`src/rtl/apf_pkg.sv`:
```
// Package for the articulation point finder: payload structs, FSM states,
// controller/datapath command and status structs. No dependencies.
package apf_pkg;
   localparam int unsigned MaxNodesDefault = 64;
   localparam int unsigned MaxResults = 61;

   typedef struct packed {
      logic [5:0] node_a;
      logic [5:0] node_b;
      logic       last_edge;
   } req_type;

   typedef struct packed {
      logic [5:0] cut_node;
      logic [5:0] subnet_count;
      logic       none_found;
      logic       last_result;
   } rsp_type;

   typedef enum logic [3:0] {
      ST_LOAD,
      ST_START,
      ST_READ,
      ST_READ_ROW,
      ST_SCAN,
      ST_STEP,
      ST_POP,
      ST_EMIT_RD,
      ST_EMIT,
      ST_NONE,
      ST_CLEAR
   } state_type;

   typedef struct packed {
      logic load_edge;
      logic start;
      logic read_top;
      logic read_row;
      logic scan_step;
      logic act;
      logic pop;
      logic emit_rd;
      logic emit_next;
      logic clear_step;
   } cmd_type;

   typedef struct packed {
      logic scan_done;
      logic found;
      logic stack_empty;
      logic emit_done;
      logic emit_hit;
      logic clear_done;
   } sts_type;
endpackage

```
`src/rtl/apf_control.sv`:
```
// Controller FSM: sequences edge load, DFS, result scan and clear.
// Depends on apf_pkg.
module apf_control (
   input  logic             clock,
   input  logic             reset,
   input  logic             req_valid,
   output logic             req_ready,
   input  logic             req_last,
   output logic             rsp_valid,
   input  logic             rsp_ready,
   output logic             rsp_none,
   input  apf_pkg::sts_type sts,
   output apf_pkg::cmd_type cmd
);
   apf_pkg::state_type state_ff, state_in;
   logic any_ff, any_in;

   always_comb begin
      state_in = state_ff;
      any_in = any_ff;
      unique case (state_ff)
         apf_pkg::ST_LOAD: if (req_valid && req_last) state_in = apf_pkg::ST_START;
         apf_pkg::ST_START: begin
            state_in = apf_pkg::ST_READ;
            any_in = 1'b0;
         end
         apf_pkg::ST_READ: state_in = apf_pkg::ST_READ_ROW;
         apf_pkg::ST_READ_ROW: state_in = apf_pkg::ST_SCAN;
         apf_pkg::ST_SCAN: begin
            if (sts.scan_done) state_in = apf_pkg::ST_POP;
            else if (sts.found) state_in = apf_pkg::ST_STEP;
         end
         apf_pkg::ST_STEP: state_in = apf_pkg::ST_READ;
         apf_pkg::ST_POP: begin
            state_in = sts.stack_empty ? apf_pkg::ST_EMIT_RD : apf_pkg::ST_READ;
         end
         apf_pkg::ST_EMIT_RD: state_in = apf_pkg::ST_EMIT;
         apf_pkg::ST_EMIT: begin
            if (sts.emit_hit) begin
               if (rsp_ready) begin
                  any_in = 1'b1;
                  state_in = sts.emit_done ? apf_pkg::ST_CLEAR : apf_pkg::ST_EMIT_RD;
               end
            end else if (sts.emit_done) begin
               state_in = any_ff ? apf_pkg::ST_CLEAR : apf_pkg::ST_NONE;
            end else begin
               state_in = apf_pkg::ST_EMIT_RD;
            end
         end
         apf_pkg::ST_NONE: if (rsp_ready) state_in = apf_pkg::ST_CLEAR;
         apf_pkg::ST_CLEAR: if (sts.clear_done) state_in = apf_pkg::ST_LOAD;
         default: state_in = apf_pkg::ST_LOAD;
      endcase
   end

   always_comb begin
      cmd = '0;
      req_ready = 1'b0;
      rsp_valid = 1'b0;
      rsp_none = 1'b0;
      unique case (state_ff)
         apf_pkg::ST_LOAD: begin
            req_ready = 1'b1;
            cmd.load_edge = req_valid;
         end
         apf_pkg::ST_START: cmd.start = 1'b1;
         apf_pkg::ST_READ: cmd.read_top = 1'b1;
         apf_pkg::ST_READ_ROW: cmd.read_row = 1'b1;
         apf_pkg::ST_SCAN: begin
            if (sts.scan_done) cmd.pop = 1'b1;
            else if (!sts.found) cmd.scan_step = 1'b1;
         end
         apf_pkg::ST_STEP: cmd.act = 1'b1;
         apf_pkg::ST_POP: ;
         apf_pkg::ST_EMIT_RD: ;
         apf_pkg::ST_EMIT: begin
            rsp_valid = sts.emit_hit;
            if (!sts.emit_hit && !sts.emit_done) cmd.emit_next = 1'b1;
            if (sts.emit_hit && rsp_ready && !sts.emit_done) cmd.emit_next = 1'b1;
         end
         apf_pkg::ST_NONE: begin
            rsp_valid = 1'b1;
            rsp_none = 1'b1;
         end
         apf_pkg::ST_CLEAR: cmd.clear_step = 1'b1;
         default: ;
      endcase
   end

   always_ff @(posedge clock) begin
      if (reset) begin
         state_ff <= apf_pkg::ST_CLEAR;
         any_ff <= 1'b0;
      end else begin
         state_ff <= state_in;
         any_ff <= any_in;
      end
   end
endmodule

```
`config.mk`:
```
export PLATFORM = sky130hd
export DESIGN_NAME = apf_control
export DESIGN_NICKNAME = d
export VERILOG_FILES = /design/src/rtl/apf_pkg.sv /design/src/rtl/apf_control.sv
export SDC_FILE = /design/constraint.sdc
export NUM_CORES = 1
export LEC_CHECK = 0
export BUFFER_PORTS_ARGS = -buffer_cell sky130_fd_sc_hd__buf_2
export CAP_MARGIN = 20
export CORE_AREA = 2 2 39 41
export CTS_CLUSTER_DIAMETER = 80
export DETAILED_ROUTE_END_ITERATION = 12
export DIE_AREA = 0 0 41 43
export PLACE_DENSITY_LB_ADDON = 0.15
export SLEW_MARGIN = 20
export SYNTH_ARGS = -nofsm -noshare
export SYNTH_HDL_FRONTEND = slang
export SYNTH_SLANG_ARGS = --single-unit
```
`constraint.sdc`:
```
create_clock -name clock -period 4.2 [get_ports clock]
set_input_delay 0.84 -clock clock [delete_from_list [all_inputs] [get_ports clock]]
set_output_delay 0.84 -clock clock [all_outputs]
set_load 0.03 [all_outputs]
```
==> flow_metrics.env, run 1 <==
export IMPL_clk_insertion_delay_late_ns=0.25
export IMPL_rsz0062_at_grt="no"
export IMPL_ir_worst_vdd_uv=298
export IMPL_synth_net_count=81
export IMPL_clkPwrFrac=0.150
export IMPL_seqPwrFrac=0.307
export IMPL_grt_util_met3=0.0628
export IMPL_ys_types=34
export IMPL_tns_ns=0
export IMPL_cts_root_buf="clkbuf_4"
export IMPL_diodes=0
export IMPL_yosysWarnings=0
export IMPL_use_met2=0.247
export IMPL_grtUsageTotal=0.181
export IMPL_r2r_slack_ns=2.22
export IMPL_tightest_slew_ns=0.504
export IMPL_arrival_ns=1.94
export IMPL_fp_dieW_microns=41
export IMPL_cp_start_kind="flop"
export IMPL_drv_cap=0
export IMPL_drt_vias_per_instance=5.37
export IMPL_wl_mm=1.31
export IMPL_synth_edff_count=0
export IMPL_setup_slack_ns=1.42
export IMPL_synth_top_area_share=0.207
export IMPL_synthToLayoutAreaGrowth_pct=27.7
export IMPL_final_common_cell="buf_2"
export IMPL_initial_utilization=0.349
export IMPL_die_h_microns=43
export IMPL_drv_slew=0
export IMPL_met1_usage=0.238
export IMPL_layout_nets=103
export IMPL_worstHoldPathCells=2
export IMPL_min_period_ns=2.78
export IMPL_grt_max_degree=19
export IMPL_fin_skew_ns=0.000453
export IMPL_cts_sinks=5
export IMPL_cts_reportedPaths_clkPinSlew_ns=0.04
export IMPL_num_rows=14
export IMPL_instances_no_fill=107
export IMPL_hold_buffers=0
export IMPL_path_max_fanout=14
export IMPL_max_slew_margin_rel=0.664
export IMPL_end_kind="output pin"
export IMPL_io_buffers=22
export IMPL_ys_seq_elements=5
export IMPL_fillCellCount=147
export IMPL_synth_area_leaders="dfxtp_1, nor3_1, nand2_1"
export IMPL_grt_pass1_vias=486
export IMPL_synth_largest_area_cell="dfxtp_1"
export IMPL_design_power_total_uw=381
export IMPL_leakagePower_uw=0.000319
export IMPL_gp_congestion=0.736
export IMPL_ff_latch_area_sq_um=100
export IMPL_drtAntennaViolNets=0
export IMPL_setup_violations=0
export IMPL_drive_above_1_share=0.308
export IMPL_busiest_layer="met2"
export IMPL_cts_buffer_depth=2
export IMPL_numCtsBuffers=3
export IMPL_wl_per_cell_microns=12.2
export IMPL_critPathSlowestCell="dfxtp_1"
export IMPL_p_switching_uw=200
export IMPL_max_freq_ghz=0.360
export IMPL_final_cell_mix="buf_2, nor3_1, nor2_1, nand2_1, dfxtp_1"
export IMPL_vias=575
export IMPL_combPwrFrac=0.542
export IMPL_antenna_found_initial=0
export IMPL_grt_overflow_total=0
export IMPL_syn_area_sq_um=483
export IMPL_io_pins=24
export IMPL_cts_tree="yes"
export IMPL_first_iter_violations=10
export IMPL_multi_input_area_sq_um=345
export IMPL_reg2reg_depth=4
export IMPL_grt_pass1_wl_mm=2.15
export IMPL_pre_cts_ws_ns=1.72
export IMPL_yosysSeqAreaShare=0.207
export IMPL_coreArea_sq_um=1380
export IMPL_p_int_uw=181
export IMPL_async_flop_share=0
export IMPL_post_cts_setup_buffers=0
export IMPL_place_inst=103
export IMPL_period_share=0.661
export IMPL_timing_critical_path_required_ns=3.36
export IMPL_hpwl_microns=977
export IMPL_power_density_nw_per_um2=618
export IMPL_synthCells=70
export IMPL_hold_slack_ns=0.580
export IMPL_ctsResizeCount=0
export IMPL_drc=0
export IMPL_max_stage_delay_ns=0.57
export IMPL_hold_class="flop to flop"
export IMPL_synth_main_ff_cell="dfxtp_1"
export IMPL_p_sw_frac=0.525
export IMPL_status="finished clean"
export IMPL_synth_area_per_cell_sq_um=6.90
export IMPL_htreeDepth=1
export IMPL_die_area_sq_um=1760
export IMPL_first_pass_iters=4
export IMPL_worstSetupPathType="flop to output pin"
export IMPL_hold_viol_final=0
export IMPL_crit_chain="or4b_4 -> or3_4 -> inv_1 -> buf_2"
[layer usage]
metal | share of wire | up-vias | wire length [microns]
met3 | 0.070 | 2 | 91
met2 | 0.47 | 21 | 611
met5 | 0 | - | 0
met1 | 0.45 | 255 | 595
met4 | 0.0076 | 0 | 10
li1 | - | 297 | -
[final cells by class]
cell class                      instances  share of cell area
Timing Repair Buffer                   22               0.178
Inverter                                4              0.0243
Tap cell                               16              0.0325
Clock buffer                            4              0.0426
Sequential cell                         5               0.162
Multi-Input combinational cell         56               0.560
[state kept, by name (all words and copies together), names as in the netlist]
signal,flops
any_ff,1
state_ff,4
[critical path, delay by kind of cell (launching register included)]
kind | cells | cell delay [ns]
buf+inv | 2 | 0.24
simple gates | 2 | 0.88
flops | 1 | 0.57
[final timing paths]
check,start,endpoint
max reg2reg,state_ff[2],state_ff[3]
max,state_ff[2],cmd[5]
min reg2reg,any_ff,any_ff
min,any_ff,any_ff
[synth_stat cells (2+ instances only)]
library cell,count
a211o_1,2
a21oi_1,3
and3_1,2
clkbuf_1,4
dfxtp_1,5
inv_1,4
nand2_1,7
nand2b_1,2
nor2_1,7
nor2b_1,2
nor3_1,8
o31ai_1,2
[through the flow]
step           area [sq um]  utilization
2_1_floorplan           483            -
3_3_place_gp            591        0.427
3_5_place_dp            591        0.427
4_1_cts                 617        0.446
5_1_grt                 617        0.446
6_report                617        0.446
[power by group through the flow]
stage                     Combinational, uW  Sequential (uW)  Clock (uW)
after floorplan                         190             80.1           0
after global placement                  209              115           0
after detailed placement                207              116           0
after CTS                               208              115        59.4
after global routing                    225              125        62.4
final                                   207              117        57.3
[logic make-up (layout without fill, tap and decap cells)]
group                  Yosys count  in the layout  share of synthesized area
AND/OR/NAND/NOR                 40             40                      0.474
AO/OA/AOI/OAI                   15             15                      0.233
buffers and inverters            9             30                     0.0777
flip-flops                       5              5                      0.207
other                            1              1                    0.00776
No activity file was read; power rests on OpenSTA's default activity.
==> run 2: changes to the inputs <==
--- a/config.mk
+++ b/config.mk
@@ -5,6 +5,7 @@
 export SDC_FILE = /design/constraint.sdc
 export NUM_CORES = 1
 export LEC_CHECK = 0
+export ABC_AREA = 1
 export BUFFER_PORTS_ARGS = -buffer_cell sky130_fd_sc_hd__buf_2
 export CAP_MARGIN = 20
 export CORE_AREA = 2 2 39 41
==> constraint.sdc (replaced) <==
create_clock -name clock -period 2.62 [get_ports clock]
set_input_delay 0.524 -clock clock [delete_from_list [all_inputs] [get_ports clock]]
set_output_delay 0.524 -clock clock [all_outputs]
set_load 0.03 [all_outputs]
==> flow_metrics.env, run 2 <==
export IMPL_combPwrFrac=0.689
export IMPL_io_pins=24
export IMPL_cts_sinks=5
export IMPL_power_density_nw_per_um2=1100
export IMPL_synth_edff_count=0
export IMPL_synth_main_ff_cell="dfxtp_1"
export IMPL_post_cts_setup_buffers=0
export IMPL_grt_pass1_vias=578
export IMPL_htreeDepth=1
export IMPL_synth_most_common_cell="nand2_1"
export IMPL_period_share=0.747
export IMPL_grt_overflow_total=0
export IMPL_yosysWarnings=0
export IMPL_numCtsBuffers=3
export IMPL_max_freq_ghz=0.511
export IMPL_final_cell_mix="nand2_1, buf_2, inv_1"
export IMPL_min_period_ns=1.96
export IMPL_largest_reg_flops=4
export IMPL_tns_ns=0
export IMPL_placed_area_sq_um=679
export IMPL_drv_cap=0
export IMPL_status="finished clean"
export IMPL_reg_top3="state_ff x4, any_ff x1"
export IMPL_die_h_microns=43
export IMPL_fp_dieW_microns=41
export IMPL_cts_buffer_depth=2
export IMPL_ctsResizeCount=0
export IMPL_layout_nets=132
export IMPL_hold_viol_final=0
export IMPL_yosysSeqAreaShare=0.180
export IMPL_wl_mm=1.40
export IMPL_fillCellCount=163
export IMPL_setup_violations=0
export IMPL_synthToLayoutAreaGrowth_pct=26.7
export IMPL_initial_utilization=0.402
export IMPL_hold_class="flop to flop"
export IMPL_die_area_sq_um=1760
export IMPL_p_sw_frac=0.577
export IMPL_grt_pass1_wl_mm=2.31
export IMPL_coreArea_sq_um=1380
export IMPL_io_buffers=22
export IMPL_drv_slew=0
export IMPL_ys_seq_elements=5
export IMPL_cts_reportedPaths_clkPinSlew_ns=0.05
export IMPL_synthTopCellsByCount="nand2_1, inv_1, nor2_1, nand3_1, dfxtp_1"
export IMPL_cp_start_kind="flop"
export IMPL_first_iter_violations=10
export IMPL_clkPwrFrac=0.117
export IMPL_synth_largest_area_cell="dfxtp_1"
export IMPL_p_int_uw=329
export IMPL_cts_tree="yes"
export IMPL_end_kind="output pin"
export IMPL_first_pass_iters=4
export IMPL_leakagePower_uw=0.000453
export IMPL_antenna_found_initial=0
export IMPL_drc=0
export IMPL_path_max_fanout=6
export IMPL_drtAntennaViolNets=0
export IMPL_vias=633
export IMPL_clk_insertion_delay_late_ns=0.25
export IMPL_num_rows=14
export IMPL_drt_vias_per_instance=4.65
export IMPL_synth_area_per_cell_sq_um=5.86
export IMPL_cts_root_buf="clkbuf_4"
export IMPL_grtUsageTotal=0.192
export IMPL_synth_area_leaders="dfxtp_1, nand2_1, inv_1"
export IMPL_drive_above_1_share=0.367
export IMPL_synthCells=95
export IMPL_syn_area_sq_um=557
export IMPL_top_register="state_ff"
export IMPL_worstSetupPathType="flop to output pin"
export IMPL_seqPwrFrac=0.195
export IMPL_timing_critical_path_required_ns=2.10
export IMPL_final_area_sq_um=706
export IMPL_hold_buffers=0
export IMPL_ir_worst_vdd_uv=483
export IMPL_diodes=0
export IMPL_worstHoldPathCells=2
export IMPL_finish_utilization=0.510
export IMPL_arrival_ns=1.43
export IMPL_hpwl_mm=1.19
export IMPL_gp_congestion=0.793
export IMPL_rsz0062_at_grt="no"
export IMPL_synth_top_area_share=0.180
export IMPL_fin_skew_ns=0.00716
export IMPL_reg2reg_depth=9
export IMPL_synth_net_count=106
export IMPL_grt_max_degree=7
export IMPL_ys_types=19
export IMPL_async_flop_share=0
export IMPL_wl_per_cell_microns=10.3
export IMPL_p_switching_uw=448
-- run 2: changes by cell type after synthesis, sizes merged, moves of 3 or more --
cell    previous run  this run
nand2              7        29
nand3              1        10
clkbuf             4         0
o21ai              1         4
nor2               7        21
inv                4        18
nor3               8         0
-- run 2: power groups by stage --
stage                     clock, uW  combinational [uW]  sequential, uW
final                          90.5                 535             151
after global routing           95.5                 599             156
after CTS                      93.7                 537             150
after detailed placement          0                 534             151
after global placement            0                 532             149
after floorplan                   0                 428             143
-- run 2: area by class of cell --
cell class              count  area (sq um)  area share
clock buffers               4          26.3      0.0372
inverters                  18          67.6      0.0957
multi-input cells          71           382       0.541
flip-flops and latches      5           100       0.142
well taps                  16          20.0      0.0284
repair buffers             22           110       0.156
-- run 2: worst paths after layout --
check,startpoint,slack (ns),end
hold / removal,any_ff,0.46,any_ff
setup / recovery,state_ff[3],0.66,cmd[8]
hold reg to reg,any_ff,0.46,any_ff
setup reg to reg,state_ff[0],1.31,state_ff[0]
-- run 2: metrics by stage --
stage	cells	setup WS [ns]	total power (uW)	hold slack, ns
5_1_grt	136	0.545	851	0.475
6_report	136	0.664	776	0.459
4_1_cts	136	0.665	781	0.455
2_1_floorplan	95	0.712	571	0.437
3_5_place_dp	132	0.931	686	0.454
3_3_place_gp	132	0.945	682	0.464
-- run 2: kinds of logic after synthesis --
family | count (synthesis) | synth area share
compound gates | 8 | 0.0809
buf+inv | 19 | 0.135
flops | 5 | 0.180
other cells | 1 | 0.00674
simple gates | 62 | 0.598
-- run 2: metal layers --
layer / global-route usage / routed length (microns) / up-vias
li1: - / - / 338
met4: 0.0800 / 17 / 0
met5: 0 / 0 / -
met2: 0.306 / 715 / 15
met1: 0.242 / 603 / 278
met3: 0.0314 / 66 / 2
-- run 2: worst max-delay path, cell delays in order, from the launching register on --
cell and delay [ns]:
dfxtp_1 0.36, nor2_1 0.31, inv_1 0.13, nor2_1 0.16, buf_2 0.22
==> run 3: changes to the inputs <==
==> constraint.sdc (replaced) <==
create_clock -name clock -period 1.9 [get_ports clock]
set_input_delay 0.38 -clock clock [delete_from_list [all_inputs] [get_ports clock]]
set_output_delay 0.38 -clock clock [all_outputs]
set_load 0.03 [all_outputs]
==> flow_metrics.env, run 3 (same netlist as run 2, synthesis figures left out) <==
export IMPL_fillCellCount=151
export IMPL_numCtsBuffers=3
export IMPL_hold_viol_final=0
export IMPL_timing_critical_path_required_ns=1.52
export IMPL_first_pass_iters=4
export IMPL_clk_insertion_delay_late_ns=0.24
export IMPL_htreeDepth=1
export IMPL_coreArea_sq_um=1380
export IMPL_grtUsageTotal=0.194
export IMPL_drv_slew=0
export IMPL_layout_nets=132
export IMPL_placed_area_sq_um=679
export IMPL_busiest_layer="met2"
export IMPL_cts_buffer_depth=2
export IMPL_initial_utilization=0.402
export IMPL_final_cell_mix="nand2_1, buf_2, inv_1"
export IMPL_met1_usage=0.249
export IMPL_max_freq_ghz=0.558
export IMPL_tns_ns=0
export IMPL_drtAntennaViolNets=0
export IMPL_setup_slack_ns=0.107
export IMPL_arrival_ns=1.41
export IMPL_num_rows=14
export IMPL_min_period_ns=1.79
export IMPL_vias=634
export IMPL_gp_congestion=0.796
export IMPL_io_buffers=22
export IMPL_wl_mm=1.40
export IMPL_die_h_microns=43
export IMPL_ir_worst_vdd_uv=643
export IMPL_power_density_nw_per_um2=1520
export IMPL_setup_violations=0
export IMPL_grt_overflow_total=0
export IMPL_hold_buffers=0
export IMPL_use_met2=0.288
export IMPL_drive_above_1_share=0.383
export IMPL_cp_start_kind="flop"
export IMPL_fin_skew_ns=0.00222
export IMPL_cts_sinks=5
export IMPL_reg_top3="state_ff x4, any_ff x1"
export IMPL_fp_dieW_microns=41
export IMPL_synthToLayoutAreaGrowth_pct=27.4
export IMPL_first_iter_violations=10
export IMPL_grt_max_degree=7
export IMPL_wl_per_cell_microns=10.3
export IMPL_drv_cap=0
export IMPL_status="finished clean"
export IMPL_cts_root_buf="clkbuf_4"
export IMPL_largest_reg_flops=4
export IMPL_path_max_fanout=6
export IMPL_grt_util_met3=0.0314
export IMPL_design_power_total_uw=1080
export IMPL_die_area_sq_um=1760
export IMPL_drt_vias_per_instance=4.66
export IMPL_grt_pass1_vias=554
export IMPL_hpwl_mm=1.15
export IMPL_top_register="state_ff"
export IMPL_cts_reportedPaths_clkPinSlew_ns=0.04
export IMPL_grt_pass1_wl_mm=2.29
export IMPL_rsz0062_at_grt="no"
export IMPL_cts_tree="yes"
export IMPL_worstSetupPathType="flop to output pin"
export IMPL_antenna_found_initial=0
export IMPL_pre_cts_ws_ns=0.343
export IMPL_drc=0
export IMPL_diodes=0
export IMPL_hold_class="primary input to flop"
export IMPL_leakagePower_uw=0.000452
export IMPL_period_share=0.943
export IMPL_end_kind="output pin"
export IMPL_io_pins=24
export IMPL_final_area_sq_um=709
export IMPL_finish_utilization=0.513
-- run 3: cell counts in the layout (fill, tap and decap cells not counted) --
No cell type changed its count.
-- run 3: layout make-up --
type / instances / area (sq um) / share of cell area
well taps: 16 / 20.0 / 0.0282
flip-flops and latches: 5 / 101 / 0.143
repair buffers: 22 / 110 / 0.155
clock buffers: 4 / 26.3 / 0.0370
inverters: 18 / 67.6 / 0.0952
multi-input cells: 71 / 384 / 0.541
-- run 3: final timing paths --
check                   start     endpoint  slack (ns)  cells after the start
setup / recovery  state_ff[3]       cmd[8]        0.11                      4
hold reg to reg        any_ff       any_ff        0.46                      2
hold / removal          reset       any_ff        0.31                      2
setup reg to reg  state_ff[0]  state_ff[0]        0.54                      9
-- run 3: per-layer routing --
metal | vias to the layer above | wire [microns]
met3 | 5 | 64
met2 | 21 | 641
met1 | 268 | 658
met5 | - | 0
met4 | 0 | 33
li1 | 340 | -
-- run 3: report_power, final --
group          total [uW]  switching [uW]  leakage (uW)  internal, uW
combinational         737             508      0.000396           229
clock                 126            46.3     0.0000150          79.6
sequential            216            67.4     0.0000413           149
-- run 3: repair_timing --
action,4_1_cts,5_1_grt
gates resized for setup,0,2
endpoints found under the setup margin,0,2
setup buffers,0,0
-- run 3: metrics by stage --
stage | hold WS (ns) | instances
after global routing | 0.323 | 136
final | 0.315 | 136
after CTS | 0.309 | 136
after global placement | 0.465 | 132
after floorplan | 0.437 | 95
after detailed placement | 0.460 | 132
-- run 3: critical path: stages (launching register included) --
cell     delay, ns
dfxtp_2       0.34
nor2_1        0.30
inv_1         0.14
nor2_1        0.16
buf_2         0.22
